<file path="src/sv/pca_pkg.sv">
// Shared widths, constants and types of the pixel color adjust chain.
package pca_pkg;

    // Register port
    localparam int DATA_W    = 32;
    localparam int ADDR_W    = 5;
    localparam int REG_IDX_W = ADDR_W - 2;

    localparam logic [REG_IDX_W-1:0] REG_ENABLE   = 3'd0;
    localparam logic [REG_IDX_W-1:0] REG_GAMMA    = 3'd1;
    localparam logic [REG_IDX_W-1:0] REG_BRIGHT   = 3'd2;
    localparam logic [REG_IDX_W-1:0] REG_CONTRAST = 3'd3;
    localparam logic [REG_IDX_W-1:0] REG_VIBRANCE = 3'd4;

    localparam int EN_GAMMA    = 0;
    localparam int EN_DESAT    = 1;
    localparam int EN_BRIGHT   = 2;
    localparam int EN_CONTRAST = 3;
    localparam int EN_VIB      = 4;

    // Pixel and register fields
    localparam int NUM_CH = 3;
    localparam int CH_W   = 8;
    localparam int FRAC_W = 8;
    localparam int Q8_W   = CH_W + FRAC_W;
    localparam int MASK_W = 5;
    localparam int GAIN_W = 10;
    localparam int VIB_W  = 13;
    localparam int GSQ_W  = 2 * GAIN_W;

    // Datapath widths, sized to the value ranges of each step
    localparam int DIV_SH = 16;
    localparam int GP_W   = Q8_W + GSQ_W;
    localparam int GAM_W  = 21;
    localparam int LW_W   = 16;
    localparam int DP_W   = GAM_W + LW_W;
    localparam int BP_W   = GAM_W + GAIN_W;
    localparam int BRT_W  = 23;
    localparam int CD_W   = BRT_W + 1;
    localparam int CP_W   = CD_W + GAIN_W + 1;
    localparam int XF_W   = 26;
    localparam int DIFF_W = 25;
    localparam int D3_W   = 26;
    localparam int P_W    = DIFF_W + D3_W;
    localparam int AV_W   = VIB_W;
    localparam int PL_W   = 26;
    localparam int N_W    = 64;
    localparam int TF_W   = N_W - DIV_SH;
    localparam int T_W    = 38;
    localparam int TL_W   = 32;
    localparam int Q_W    = 26;
    localparam int MAG_W  = Q_W + 1;
    localparam int NC_W   = MAG_W + 2;
    localparam int RCP_SH = 38;
    localparam int RCP_W  = 27;

    localparam int MID_Q8 = 32640;

    // Luma weights in Q.16, red/green/blue
    localparam logic [LW_W-1:0] LUMA [NUM_CH] = '{16'd19661, 16'd38666, 16'd7209};

    // Vibrance divisor is 3 * 256 * 256 * 1275 = 2^16 * 3825
    localparam logic [11:0]          DIV_K    = 12'd3825;
    localparam logic [N_W-1:0]       VIB_HALF = 64'd3825 << (DIV_SH - 1);
    localparam logic [TF_W-1:0]      T_SAT    = 48'd3825 << Q_W;
    localparam logic [RCP_W-1:0]     RECIP    = RCP_W'((64'd1 << RCP_SH) / 64'd3825);
    localparam logic [MAG_W-1:0]     MAG_SAT  = MAG_W'(1) << Q_W;

    // Pipeline depth: seven front stages, six vibrance lane stages, output
    localparam int LANE_ST = 6;
    localparam int NST     = 14;

    typedef struct packed {
        logic [LANE_ST-1:0] en;
        logic [LANE_ST-1:0] vld;
    } pca_lane_ctl_t;

endpackage

</file>
<file path="src/sv/pca_vib_lane.sv">
// Vibrance magnitude lane: round(diff * d3 * |V| / 250675200), six register stages.
module pca_vib_lane (
    input  logic                          aclk,
    input  logic                          aresetn,
    input  pca_pkg::pca_lane_ctl_t        ctl,
    input  logic [pca_pkg::DIFF_W-1:0]    diff,
    input  logic [pca_pkg::D3_W-1:0]      d3,
    input  logic [pca_pkg::AV_W-1:0]      vib_abs,
    output logic [pca_pkg::MAG_W-1:0]     mag
);
    import pca_pkg::*;

    localparam int LO_W = PL_W + AV_W;
    localparam int HI_W = P_W - PL_W + AV_W;
    localparam int PLO_W = TL_W + RCP_W;
    localparam int PHI_W = T_W - TL_W + RCP_W;

    logic [P_W-1:0]   p_reg;
    logic [LO_W-1:0]  lo_reg;
    logic [HI_W-1:0]  hi_reg;
    logic [T_W-1:0]   t_j_reg, t_k_reg, t_l_reg;
    logic             sat_j_reg, sat_k_reg, sat_l_reg;
    logic [PLO_W-1:0] plo_reg;
    logic [PHI_W-1:0] phi_reg;
    logic [Q_W-1:0]   qe_l_reg;
    logic [MAG_W-1:0] mag_reg;

    logic [N_W-1:0]   nsum;
    logic [TF_W-1:0]  t_full;
    logic [N_W-1:0]   psum;
    logic [T_W-1:0]   qk;
    logic [T_W-1:0]   rem;
    logic [MAG_W-1:0] q_fix;

    always_comb begin
        nsum   = (N_W'(hi_reg) << PL_W) + N_W'(lo_reg) + VIB_HALF;
        t_full = nsum[N_W-1:DIV_SH];
        psum   = (N_W'(phi_reg) << TL_W) + N_W'(plo_reg);
        qk     = T_W'(qe_l_reg) * T_W'(DIV_K);
        rem    = t_l_reg - qk;
        // reciprocal estimate is low by at most one
        q_fix  = (rem >= T_W'(DIV_K)) ? MAG_W'(qe_l_reg) + MAG_W'(1) : MAG_W'(qe_l_reg);
    end

    always_ff @(posedge aclk) begin
        if (ctl.en[0]) begin
            p_reg <= P_W'(diff) * P_W'(d3);
        end
        if (ctl.en[1]) begin
            lo_reg <= LO_W'(p_reg[PL_W-1:0]) * LO_W'(vib_abs);
            hi_reg <= HI_W'(p_reg[P_W-1:PL_W]) * HI_W'(vib_abs);
        end
        if (ctl.en[2]) begin
            t_j_reg   <= t_full[T_W-1:0];
            sat_j_reg <= (t_full >= T_SAT);
        end
        if (ctl.en[3]) begin
            plo_reg   <= PLO_W'(t_j_reg[TL_W-1:0]) * PLO_W'(RECIP);
            phi_reg   <= PHI_W'(t_j_reg[T_W-1:TL_W]) * PHI_W'(RECIP);
            t_k_reg   <= t_j_reg;
            sat_k_reg <= sat_j_reg;
        end
        if (ctl.en[4]) begin
            qe_l_reg  <= psum[RCP_SH +: Q_W];
            t_l_reg   <= t_k_reg;
            sat_l_reg <= sat_k_reg;
        end
        if (ctl.en[5]) begin
            mag_reg <= sat_l_reg ? MAG_SAT : q_fix;
        end
    end

    assign mag = mag_reg;

    a_qest_not_high: assert property (@(posedge aclk) disable iff (!aresetn)
        ctl.vld[4] && !sat_l_reg |-> qk <= t_l_reg)
        else $error("vibrance quotient estimate above true quotient");

    a_qest_within_one: assert property (@(posedge aclk) disable iff (!aresetn)
        ctl.vld[4] && !sat_l_reg |-> rem < (T_W'(DIV_K) << 1))
        else $error("vibrance quotient estimate off by more than one");

endmodule

</file>
<file path="config.mk">
export PLATFORM = sky130hd
export DESIGN_NAME = pca_vib_lane
export DESIGN_NICKNAME = d
export VERILOG_FILES = /design/src/sv/pca_pkg.sv /design/src/sv/pca_vib_lane.sv
export SDC_FILE = /design/constraint.sdc
export NUM_CORES = 2
export LEC_CHECK = 0
export BUFFER_PORTS_ARGS = -buffer_cell sky130_fd_sc_hd__buf_2
export CAP_MARGIN = 40
export CORE_MARGIN = 2
export CORE_UTILIZATION = 60
export CTS_BUF_LIST = sky130_fd_sc_hd__clkbuf_2
export CTS_CLUSTER_DIAMETER = 200
export DETAILED_ROUTE_END_ITERATION = 6
export GPL_TIMING_DRIVEN = 0
export PLACE_DENSITY = 0.73
export SYNTH_ARGS = -nofsm -noshare
export SYNTH_HDL_FRONTEND = slang
export SYNTH_SLANG_ARGS = --single-unit
</file>
<file path="constraint.sdc">
create_clock -name aclk -period 20.5 [get_ports aclk]
set_input_delay 4.1 -clock aclk [delete_from_list [all_inputs] [get_ports aclk]]
set_output_delay 4.1 -clock aclk [all_outputs]
set_load 0.02 [all_outputs]
</file>
==> run_results.csv <==
group,metric,value,unit
outcome,outcome,"completed",
floorplan,io_pins,105,
timing,worstMarginPinSlew,1.005,ns
timing,fin_crit_sh,0.5745,
timing,hold_slack,0.3860,ns
floorplan,start_util,0.6030,
run,cap_violations,0,
floorplan,dieArea,126800,sq um
clock_tree,post_cts_buffers,0,
clock_tree,root_buffer,"clkbuf_2",
cells_and_area,final_common_cell,"inv_1",
floorplan,core_area,123300,sq um
setup_path,r2r_setup_slack,12.42,ns
clock_tree,htree_levels,3,
cells_and_area,area_growth,4.767,%
place,place_ws,7.744,ns
clock_tree,cts_hold_buf,0,
timing,setup-violations-final,0,
global_routing,overflow,0,
clock_tree,clkTransAtPathRegs,0.10,ns
synth,yosysTopAreaCellShare,0.3920,
setup_path,slowest_delay,0.64,ns
synth,ys_ff_latch,338,
detailed_routing,vias_per_cell,5.592,
synth,yosys_warnings,0,
synth,synthTopCellsByArea,"fa_1 (39%), ha_1 (15%), edfxtp_1 (14%)",
global_routing,grt_use_total,0.3209,
clock_tree,cts_inserted_buffers,88,
cells_and_area,final_cell_mix,"inv_1 (1896), fa_1 (1456), nand2_1 (953)",
setup_path,critPathBufInv,7,
detailed_routing,routed_wl,195.2,mm
cells_and_area,drive_above_1_share,0.03379,
detailed_routing,antenna_left,0,
detailed_routing,wl_per_cell,20.43,microns
setup_path,reg2reg_depth,21,
global_routing,grt_max_degree,55,
setup_path,worstSetupEndpointType,"flip-flop",
synth,synth_flop_cell,"edfxtp_1",
global_routing,grt_antenna_before_repair,15,
setup_path,arrival,12.67,ns
timing,skew,0.1684,ns
synth,syn_area_per_cell,9.717,sq um
detailed_routing,drc,0,
timing,period_needed,11.78,ns
setup_path,timing.rr.end,"mag[11]",
synth,synth-edff-count,338,
floorplan,num_rows,129,
setup_path,worstSetupStartpointType,"input pin",
hold_path,min_path_type,"flip-flop to flip-flop",
clock_tree,cts_resized,0,
setup_path,worstPathRequired,21.39,ns
clock_tree,clkSinkCount,338,
detailed_routing,firstDrtPassIters,6,
detailed_routing,drt_iter0_drc,3932,
synth,synth-async-reset-ratio,0,
timing,rsz0062_at_grt,"no",
setup_path,path_max_fanout,10,
timing,timing.fmax,0.08491,GHz
cells_and_area,largest_register_ffs,51,
clock_tree,clockBufferDepth,3,
cells_and_area,finish.utilization,0.6318,
global_routing,grt_pass1_vias,57328,
synth,yosysTopAreaCell,"fa_1",
synth,netlist_area,74360,sq um
timing,maxSlewHeadroom,0.3299,
setup_path,crit_top_cell,"fa_1",
place,numPortBuffers,76,
clock_tree,cts_tree,"yes",
synth,synth_cell_types,81,
detailed_routing,vias,53427,
setup_path,crit_type,"input pin to flip-flop",
floorplan,die_h,356.0,microns
timing,tns,0,ns
synth,synth_cells,7653,
synth,ys_seq_area_frac,0.1365,
cells_and_area,final_net_count,10286,
synth,synth_nets,10105,
timing,finalHoldViolCount,0,
timing,slew_viol_final,0,
setup_path,r2r_start,"qe_l_reg[0]",
hold_path,min_to,"t_l_reg[11]",
hold_path,hp-start,"t_k_reg[11]",
setup_path,critical_path.top_delay_family,"adder cells",
place,gp_congestion,0.9829,
setup_path,cpMaxStageDelayCell,"clkbuf_1",
floorplan,dieWidth,356.0,microns
clock_tree,worstSkewPairLatency,1.31,ns
global_routing,grt_pass1_wl,310.9,mm
hold_path,whs_path_depth,0,
place,dp_hpwl,165.1,mm
timing,worst_slack,8.722,ns
==> how the worst max path moves through the flow <==
| stage | cells after the start | start | end |
|---|---|---|---|
| 3_5_place_dp | 27 | diff[9] | p_reg[50] |
| 5_1_grt | 27 | diff[9] | p_reg[50] |
| 2_1_floorplan | 27 | diff[4] | p_reg[50] |
| 4_1_cts | 27 | diff[9] | p_reg[50] |
| 6_report | 27 | diff[9] | p_reg[50] |
| 3_3_place_gp | 27 | diff[8] | p_reg[50] |
==> cell families after synthesis <==
| group | synth area share |
|---|---|
| fa+ha+maj | 0.5464 |
| buf+inv | 0.1093 |
| compound gates | 0.05494 |
| flops | 0.1365 |
| xor+xnor | 0.02685 |
| simple gates | 0.1222 |
| mux | 0.003702 |
==> synthesized netlist by cell type (all sizes together), types with 29 or more instances <==
cell type and count:
xor2 74, edfxtp 338, fa 1456, nor2b 35, a21o 97, ha 918, and2 468, nand2 953
inv 1896, o21a 39, nand3 61, nor2 175, xnor2 154, a21oi 184, clkbuf 259, nor3 44
and3 29, nand4 36, nand2b 30, o21ai 98
==> per-stage QoR <==
stage	cells	cell area, sq um
floorplan	7653	74360
global placement	9366	76790
detailed placement	9379	76970
CTS	9537	77850
global route	9546	77890
finish	9554	77910
==> layer usage <==
| metal | share of wire | global-route usage | wire length (microns) |
|---|---|---|---|
| met4 | 0.069 | 0.1857 | 13530 |
| met2 | 0.47 | 0.5251 | 91560 |
| met5 | 0.00053 | 0 | 103 |
| met1 | 0.37 | 0.3941 | 72750 |
| met3 | 0.088 | 0.06930 | 17220 |
==> cell type report <==
cell class	count	area, sq um
Inverter	1897	7121
Fill cell	10234	45410
Antenna cell	15	37.54
Buffer	264	1010
Clock buffer	113	565.5
Sequential cell	338	10150
Clock inverter	45	310.3
Multi-Input combinational cell	5154	56080
Timing Repair Buffer	91	581.8
Tap cell	1637	2048
Power is not shown: default switching activity piles up to over one toggle a cycle in this logic, so the estimate is an artifact.
